[src/design/vst_mul.sv]
// Shared multiplier: 32 x 17 partial product, registered.
module vst_mul (
  input  logic        clk_i,
  input  logic [31:0] a_i,
  input  logic [16:0] b_i,
  output logic [48:0] p_o
);
  logic [48:0] p_q;
  always_ff @(posedge clk_i) begin
    p_q <= {17'd0, a_i} * {32'd0, b_i};
  end
  assign p_o = p_q;
endmodule

[config.mk]
export PLATFORM = sky130hd
export DESIGN_NAME = vst_mul
export DESIGN_NICKNAME = d
export VERILOG_FILES = /design/src/design/vst_mul.sv
export SDC_FILE = /design/constraint.sdc
export NUM_CORES = 1
export LEC_CHECK = 0
export ABC_AREA = 1
export BUFFER_PORTS_ARGS = -buffer_cell sky130_fd_sc_hd__buf_2
export CAP_MARGIN = 40
export CORE_ASPECT_RATIO = 0.5
export CORE_MARGIN = 2
export CORE_UTILIZATION = 59
export CTS_BUF_LIST = sky130_fd_sc_hd__clkbuf_2 sky130_fd_sc_hd__clkbuf_4 sky130_fd_sc_hd__clkbuf_8
export DETAILED_ROUTE_END_ITERATION = 16
export PLACE_DENSITY = 0.8
export SLEW_MARGIN = 15
export SYNTH_ARGS = -nofsm -noshare
export SYNTH_HDL_FRONTEND = slang
export SYNTH_SLANG_ARGS = --single-unit
[constraint.sdc]
create_clock -name clk_i -period 9.7 [get_ports clk_i]
set_input_delay 1.94 -clock clk_i [delete_from_list [all_inputs] [get_ports clk_i]]
set_output_delay 1.94 -clock clk_i [all_outputs]
set_load 0.05 [all_outputs]
==> summary.md, run 1 <==
| Metric | Value |
|---|---|
| Post-Synthesis Cells | `2,728` |
| GP Congestion | `0.985` |
| Share of cells above drive strength 1 | `0.0540` |
| Global-route wire length before repair | `86.5 mm` |
| Setup WS post-layout | `roughly 2300 ps` |
| Top-count cell post-synth | `inv_1` |
| Die Footprint | `0.0352 sq mm` |
| Nets@finish | `3,341` |
| Drt drc | `0` |
| DRT Pass-1 Iters | `6` |
| CTS Root Cell | `clkbuf_8` |
| Worst setup EP type | `flop` |
| Cell taking the most area after synthesis | `fa_1` |
| Largest net degree at the start of global routing | `33` |
| Hold Path Class | `input port to flop` |
| Critical Path RT | `around 9900 ps` |
| CTS tree | `yes` |
| Number of flops mapped to enable cells by yosys | `0` |
| CTS H-tree depth | `2` |
| RSZ-0062 raised after global routing | `no` |
| Non-filler instance count after layout | `3,162` |
| Detail Placement HPWL | `43.5 mm` |
| Largest register FFs | `between 40 and 50` |
| Syn nets | `between 3,000 and 4,000` |
| Starting DRT DRC Count | `1,461` |
| Core Region | `between 0.03 and 0.04 sq mm` |
| Top FF cell, synth | `dfxtp_1` |
| Setup bufs post-CTS | `0` |
| Routed WL | `52.8 mm` |
| Seq/Total Area, Yosys | `0.0494` |
| Top cells by area, synth | `fa_1 45%, inv_1 17%, nand2_1 17%, ha_1 7.8%, dfxtp_1 4.9%` |
| Flops & latches, synth | `49` |
| Cell mode on critical path | `fa_1` |
| Clk buf depth | `2` |
| Fmax | `135 MHz` |
| # setup viols final | `0` |
| Tcrit/Tclk final | `0.763` |
| Vert. Die Dim | `~130 um` |
| Worst setup path class | `input port to flop` |
| Buf/Inv on CP | `5` |
| GRT Total Usage | `0.316` |
| Crit path time final | `7400 ps` |
| Max-cap violations | `0` |
| Rows | `47` |
| Max_slew headroom | `0.438` |
| Via count | `16,200` |
| Horiz. Die Dim | `263 um` |
| Antenna violations before repair | `1` |
| Via density | `5.13` |
| Fin. Hold Viols | `0` |
| Slowest stage delay, CP | `630 ps` |
| Placed Cells | `3,153` |
| CTS Buf Count | `5` |
| Crit-path leading delay family | `adder cells` |
| Slew Limit Fails | `0` |
| Yosys cell types | `23` |
| Gr ovfl total | `0` |
| CTS Hold Buffers Added | `0` |
| Port-buffer cells | `approximately 100` |
| Status | `finished, final reports clean` |
| CP max stage cell | `buf_2` |
| Antenna Nets Post-Route | `0` |
| Startpoint Class | `input port` |
| Syn Area/Cell | `7.28 sq um` |
| Synth warnings | `0` |
| CTS resizes | `0` |
| Yosys top cell area share | `0.453` |
| # IOs | `99` |
| Pre-CTS WS | `2070 ps` |
| CP Max Fanout | `32` |
| Initial Util | `0.600` |
| Synth Cell Area | `~0.020 sq mm` |
| Wire per inst | `between 15 and 20 um` |
| Post-synth top cells | `892 x inv_1, 885 x nand2_1, 449 x fa_1` |
| Asr flop ratio synth | `0` |
| Synth-to-layout area growth | `3.56%` |
| Worst Max-Slew Pin Slew | `843 ps` |
| CTS Sinks | `49` |
| Vias in the first global route | `16,700` |
| Critical Path AT | `about 7600 ps` |
| Setup tns final | `0 ps` |
| Critical path, cell by cell | `buf_2, nand2_1, fa_1, inv_1, fa_1, fa_1, fa_1, fa_1, inv_1, fa_1, inv_1, ha_1, nand2_2, inv_1, nand2_1, nor2_2, nand4_1, nand3_1, xor2_1` |
| Clock transition at the registers of the reported paths | `90 ps` |
final timing paths:
check,from,end,cells past startpoint
max,b_i[8],p_o[23],19
min,a_i[0],p_o[0],3
layout make-up:
class / instances / area [sq um]
Inverter: 896 / 3360
Multi-Input combinational cell: 1668 / 15100
Clock buffer: 6 / 76.3
Timing Repair Buffer: 99 / 498
Fill cell: 2876 / 12600
Tap cell: 441 / 552
Clock inverter: 2 / 10.0
Sequential cell: 49 / 981
Antenna cell: 1 / 2.50
cells by family (layout without fill, tap and decap cells):
logic type      count (synthesis)  count (layout)  share of synthesized area
compound gates                 36              36                    0.00996
flops                          49              49                     0.0494
buf+inv                      1011            1003                      0.191
xor+xnor                       28              28                     0.0124
other cells                     0               1                          0
simple gates                 1032            1032                      0.207
fa+ha+maj                     572             572                      0.530
placed cells by master (no fill, tap or decap), types with 5 or more instances in the layout:
cell type / n
clkbuf_8: 5
inv_1: 892
a21oi_1: 26
ha_1: 123
nor2_1: 65
nor2_2: 7
dfxtp_1: 49
nand2_1: 885
fa_1: 449
xor2_1: 21
o21bai_1: 5
buf_2: 98
nand3_2: 10
nand2_2: 12
nand3_1: 34
xnor2_1: 7
nor2_4: 7
nand4_1: 5
through the flow:
stage	hold WS (ps)	area, sq um	util
after floorplan	2030	19900	-
after global placement	2410	20500	0.618
after detailed placement	2410	20500	0.618
after CTS	2130	20600	0.621
after global routing	2140	20600	0.621
final	2130	20600	0.621
routing by layer:
metal / routed length [um] / track usage
met5: 0 / 0
met4: 1070 / 0.0784
met3: 6660 / 0.0865
met2: 23000 / 0.492
met1: 22100 / 0.442
Power of run 1 is not shown: default switching activity piles up to over one toggle a cycle in this logic, so the estimate is an artifact.
==> run 2: changes to the inputs <==
- PLACE_DENSITY: 0.8 -> 0.83
- clock period: 9.7 -> 6.72 ns (I/O delays scaled with it)
==> summary.md, run 2 (synthesis gave the netlist of run 1 again) <==
| Metric | Value |
|---|---|
| CP max stage cell | `fa_1 (was buf_2)` |
| Placed Cells | `3,251 (was 3,153)` |
| Post-Layout Inst Area | `0.0214 sq mm (was 0.0206 sq mm)` |
| Horiz. Die Dim | `263 um (unchanged)` |
| Fin. Hold Viols | `0 (unchanged)` |
| CP Max Fanout | `9 (was 32)` |
| Setup bufs post-CTS | `0 (unchanged)` |
| HP Start | `a_i[0] (unchanged)` |
| Starting DRT DRC Count | `1,672 (was 1,461)` |
| # IOs | `99 (unchanged)` |
| DRT Pass-1 Iters | `6 (unchanged)` |
| CTS Hold Buffers Added | `0 (unchanged)` |
| CTS Sinks | `49 (unchanged)` |
| CTS Root Cell | `clkbuf_8 (unchanged)` |
| CTS H-tree depth | `2 (unchanged)` |
| Startpoint Class | `input port (unchanged)` |
| Detail Placement HPWL | `47.0 mm (was 43.5 mm)` |
| Wire per inst | `17.0 um (was 16.7 um)` |
| Max-cap violations | `0 (unchanged)` |
| Clock transition at the registers of the reported paths | `120 ps (was 90 ps)` |
| Vias in the first global route | `18,000 (was 16,700)` |
| Vert. Die Dim | `134 um (unchanged)` |
| Rows | `47 (unchanged)` |
| Via count | `17,100 (was 16,200)` |
| Tcrit/Tclk final | `0.970` |
| Synth-to-layout area growth | `7.95% (was 3.56%)` |
| CTS tree | `yes (unchanged)` |
| Die Footprint | `0.0352 sq mm (unchanged)` |
| Hold Path End | `p_o[0] (unchanged)` |
| Antenna violations before repair | `2 (was 1)` |
| GP Congestion | `0.997 (was 0.985)` |
| Hold Path Class | `input port to flop (unchanged)` |
| Drt drc | `0 (unchanged)` |
| CP Launch Point | `b_i[2] (was b_i[8])` |
| Via density | `5.24 (was 5.13)` |
| Core Region | `0.0331 sq mm (unchanged)` |
| Largest register FFs | `49 (unchanged)` |
| GRT Total Usage | `0.333 (was 0.316)` |
| Area after DPL | `0.0213 sq mm (was 0.0205 sq mm)` |
| Commonest cells after routing, fill and taps aside | `892 x inv_1, 885 x nand2_1, 449 x fa_1 (unchanged)` |
| Antenna Nets Post-Route | `0 (unchanged)` |
| Global-route wire length before repair | `91.4 mm (was 86.5 mm)` |
| Worst setup path class | `input port to flop (unchanged)` |
| Crit-path leading delay family | `adder cells (unchanged)` |
| Setup WS post-layout | `200 ps (was 2300 ps)` |
| CTS Buf Count | `5 (unchanged)` |
| Worst setup EP type | `flop (unchanged)` |
| RSZ-0062 raised after global routing | `no (unchanged)` |
| Crit path time final | `about 6500 ps` |
| Commonest non-fill, non-tap cell in the layout | `inv_1 (unchanged)` |
| Max_slew headroom | `0.563 (was 0.438)` |
| Critical path, cell by cell | `buf_2, buf_12, nand2_1, fa_1, fa_1, fa_1, inv_1, fa_1, fa_1, inv_1, fa_1, inv_1, ha_1, nand2_1, inv_1, nand2_1, nor2_2, nand4_1, nand3_1, nand2_1, nand3_1, nand2_1 (was buf_2, nand2_1, fa_1, inv_1, fa_1, fa_1, fa_1, fa_1, inv_1, fa_1, inv_1, ha_1, nand2_2, inv_1, nand2_1, nor2_2, nand4_1, nand3_1, xor2_1)` |
| Slew Limit Fails | `0 (unchanged)` |
| # setup viols final | `0 (unchanged)` |
| Clk buf depth | `2 (unchanged)` |
| Slowest stage delay, CP | `550 ps (was 630 ps)` |
| Buf/Inv on CP | `6 (was 5)` |
| Critical Path RT | `6940 ps (was 9930 ps)` |
| Initial Util | `0.600 (unchanged)` |
| Routed WL | `55.3 mm (was 52.8 mm)` |
| Gr ovfl total | `0 (unchanged)` |
| Status | `finished, final reports clean (unchanged)` |
| Nets@finish | `3,439 (was 3,341)` |
| Critical Path AT | `6740 ps (was 7630 ps)` |
| Worst path depth | `22 (was 19)` |
| Cell mode on critical path | `fa_1 (unchanged)` |
| Worst Max-Slew Pin Slew | `656 ps (was 843 ps)` |
| Share of cells above drive strength 1 | `0.0869 (was 0.0540)` |
| Layout filler cell count | `2,676 (was 2,876)` |
| Setup tns final | `0 ps (unchanged)` |
| Fmax | `153 MHz` |
| Hold Crit Depth | `4 (was 3)` |
| Pre-CTS WS | `-44.4 ps (was 2070 ps)` |
| Port-buffer cells | `98 (unchanged)` |
| Largest net degree at the start of global routing | `33 (unchanged)` |
| Non-filler instance count after layout | `3,260 (was 3,162)` |
[run 2: cell types whose count changed in the layout (fill, tap and decap cells not counted)]
cell,change
clkinv_2,-2
clkbuf_4,+2
clkinvlp_4,+2
buf_12,+10
buf_2,-2
buf_4,+88
[run 2: final cells by class]
cell class              count  area, sq um  share of cell area
diodes                      1         2.50            0.000117
clock buffers               6         76.3             0.00356
clock inverters             2         15.0            0.000701
inverters                 896         3360               0.157
multi-input cells        1668        15100               0.703
flip-flops and latches     49          981              0.0458
well taps                 441          552              0.0258
repair buffers            197         1360              0.0636
[run 2: repair_timing]
action | CTS | global route
hold endpoints to repair | 0 | 0
endpoints found under the setup margin | 0 | 4
gates resized for setup | 0 | 2
[run 2: worst max path at each step]
| stage | endpoint | slack, ps |
|---|---|---|
| after floorplan | p_o[47] | 390 |
| after global placement | p_o[39] | -5 |
| after detailed placement | p_o[39] | -40 |
| after CTS | p_o[39] | 240 |
| after global routing | p_o[46] | 10 |
| final | p_o[39] | 200 |
[run 2: metrics by stage]
step,hold WS (ps),util
CTS,1610,0.647
floorplan,1440,-
detailed placement,1810,0.644
global route,1640,0.647
global placement,1810,0.644
finish,1650,0.647
[run 2: per-layer routing]
layer,track usage,up-vias,part of all wire
li1,-,7595,-
met3,0.0767,183,0.13
met1,0.446,8239,0.38
met2,0.534,1053,0.45
met5,0,-,0.00013
met4,0.122,2,0.039
Power of run 2 is left out for the same reason.
==> run 3: changes to the inputs <==
- CTS_BUF_LIST: sky130_fd_sc_hd__clkbuf_2 sky130_fd_sc_hd__clkbuf_4 sky130_fd_sc_hd__clkbuf_8 -> sky130_fd_sc_hd__clkbuf_4
- CTS_CLUSTER_SIZE: not set -> 14
- HOLD_SLACK_MARGIN: not set -> 0.1
==> summary.md, run 3 (synthesis gave the netlist of run 1 again) <==
| Metric | Value |
|---|---|
| Largest register FFs | `49 (unchanged)` |
| Setup tns final | `0 ps (unchanged)` |
| Cell mode on critical path | `inv_1 (was fa_1)` |
| Worst setup EP type | `flop (unchanged)` |
| Gr ovfl total | `0 (unchanged)` |
| Fmax | `154 MHz (was 153 MHz)` |
| Worst Max-Slew Pin Slew | `646 ps (was 656 ps)` |
| Critical Path RT | `7030 ps (was 6940 ps)` |
| Vias in the first global route | `17,900 (was 18,000)` |
| Share of cells above drive strength 1 | `0.0869 (unchanged)` |
| Vert. Die Dim | `134 um (unchanged)` |
| Fin. Hold Viols | `0 (unchanged)` |
| Port-buffer cells | `98 (unchanged)` |
| Max-cap violations | `0 (unchanged)` |
| Clk buf depth | `2 (unchanged)` |
| CTS Root Cell | `clkbuf_4 (was clkbuf_8)` |
| Status | `finished, final reports clean (unchanged)` |
| GRT Total Usage | `0.332 (was 0.333)` |
| Via density | `5.21 (was 5.24)` |
| Clock transition at the registers of the reported paths | `180 ps (was 120 ps)` |
| Max_slew headroom | `0.569 (was 0.563)` |
| Starting DRT DRC Count | `1,666 (was 1,672)` |
| Critical Path AT | `6800 ps (was 6740 ps)` |
| Startpoint Class | `input port (unchanged)` |
| Setup bufs post-CTS | `0 (unchanged)` |
| Crit path time final | `6490 ps (was 6520 ps)` |
| Largest net degree at the start of global routing | `33 (unchanged)` |
| Multi-input logic area | `0.0151 sq mm (unchanged)` |
| Detail Placement HPWL | `47.0 mm (unchanged)` |
| CTS Buf Count | `5 (unchanged)` |
| Core Region | `0.0331 sq mm (unchanged)` |
| Register Area | `981 sq um (unchanged)` |
| Hold Path Class | `input port to flop (unchanged)` |
| CTS resizes | `0 (unchanged)` |
| Rows | `47 (unchanged)` |
| Antenna Nets Post-Route | `0 (unchanged)` |
| Nets@finish | `3,439 (unchanged)` |
| Post-layout util | `0.646 (was 0.647)` |
| CP max stage cell | `fa_1 (unchanged)` |
| CTS tree | `yes (unchanged)` |
| Commonest non-fill, non-tap cell in the layout | `inv_1 (unchanged)` |
| CTS Hold Buffers Added | `0 (unchanged)` |
| RSZ-0062 raised after global routing | `no (unchanged)` |
| GP Congestion | `0.997 (unchanged)` |
| Antenna violations before repair | `3 (was 2)` |
| Die Footprint | `0.0352 sq mm (unchanged)` |
| CTS H-tree depth | `2 (unchanged)` |
| Worst setup path class | `input port to flop (unchanged)` |
| Slew Limit Fails | `0 (unchanged)` |
| Routed WL | `55.3 mm (about the same)` |
| CP Max Fanout | `13 (was 9)` |
| # IOs | `99 (unchanged)` |
| # setup viols final | `0 (unchanged)` |
| Critical path, cell by cell | `buf_2, buf_4, nand2_1, fa_1, inv_1, ha_1, inv_1, fa_1, inv_1, fa_1, fa_1, inv_1, fa_1, inv_1, ha_1, nand2_1, inv_1, nand2_1, nor2_2, nand4_1, nand3_1, nand2_1, nand3_1, nand2_1 (was buf_2, buf_12, nand2_1, fa_1, fa_1, fa_1, inv_1, fa_1, fa_1, inv_1, fa_1, inv_1, ha_1, nand2_1, inv_1, nand2_1, nor2_2, nand4_1, nand3_1, nand2_1, nand3_1, nand2_1)` |
| Initial Util | `0.600 (unchanged)` |
| Global-route wire length before repair | `91.2 mm (was 91.4 mm)` |
| Hold Crit Depth | `4 (unchanged)` |
| Wire per inst | `17.0 um (about the same)` |
| Non-filler instance count after layout | `3,261 (was 3,260)` |
| DRT Pass-1 Iters | `6 (unchanged)` |
| Placed Cells | `3,251 (unchanged)` |
| Horiz. Die Dim | `263 um (unchanged)` |
| Layout filler cell count | `2,687 (was 2,676)` |
| Commonest cells after routing, fill and taps aside | `892 x inv_1, 885 x nand2_1, 449 x fa_1 (unchanged)` |
| Tcrit/Tclk final | `0.965 (was 0.970)` |
| Synth-to-layout area growth | `7.78% (was 7.95%)` |
| Via count | `17,000 (was 17,100)` |
| Slowest stage delay, CP | `580 ps (was 550 ps)` |
| Drt drc | `0 (unchanged)` |
| CTS Sinks | `49 (unchanged)` |
run 3: cell count changes in the layout (fill, tap and decap cells not counted):
cell | previous run | this run
clkbuf_8 | 5 | 0
clkbuf_4 | 3 | 6
diode_2 | 1 | 2
buf_2 | 96 | 98
run 3: worst paths after layout:
check               start      end  slack [ps]
setup / recovery  b_i[11]  p_o[39]         230
hold / removal     a_i[0]   p_o[0]        1550
run 3: area by class of cell:
| type | count | share of cell area |
|---|---|---|
| Timing Repair Buffer | 197 | 0.0635 |
| Multi-Input combinational cell | 1668 | 0.705 |
| Tap cell | 441 | 0.0258 |
| Clock inverter | 2 | 0.000702 |
| Inverter | 896 | 0.157 |
| Sequential cell | 49 | 0.0459 |
| Antenna cell | 2 | 0.000234 |
| Clock buffer | 6 | 0.00211 |
run 3: metrics by stage:
step / setup slack (ps) / area (sq um) / hold slack (ps)
floorplan: 387 / 19900 / 1440
global placement: -4.88 / 21300 / 1810
detailed placement: -44.4 / 21300 / 1810
CTS: 333 / 21400 / 1510
global route: 93.4 / 21400 / 1530
finish: 232 / 21400 / 1550
run 3: per-layer routing:
layer  share of wire  routed length, um  GRT usage
met3            0.13               7250     0.0762
met2            0.45              25000      0.532
met4           0.039               2170      0.123
met1            0.38              20900      0.447
met5         0.00013                  7          0
run 3: critical path, delay by kind of cell:
kind          cells  cell delay (ps)
fa+ha+maj         7             3350
simple gates      9             1100
buf+inv           8             1010
Power of run 3 is left out for the same reason.
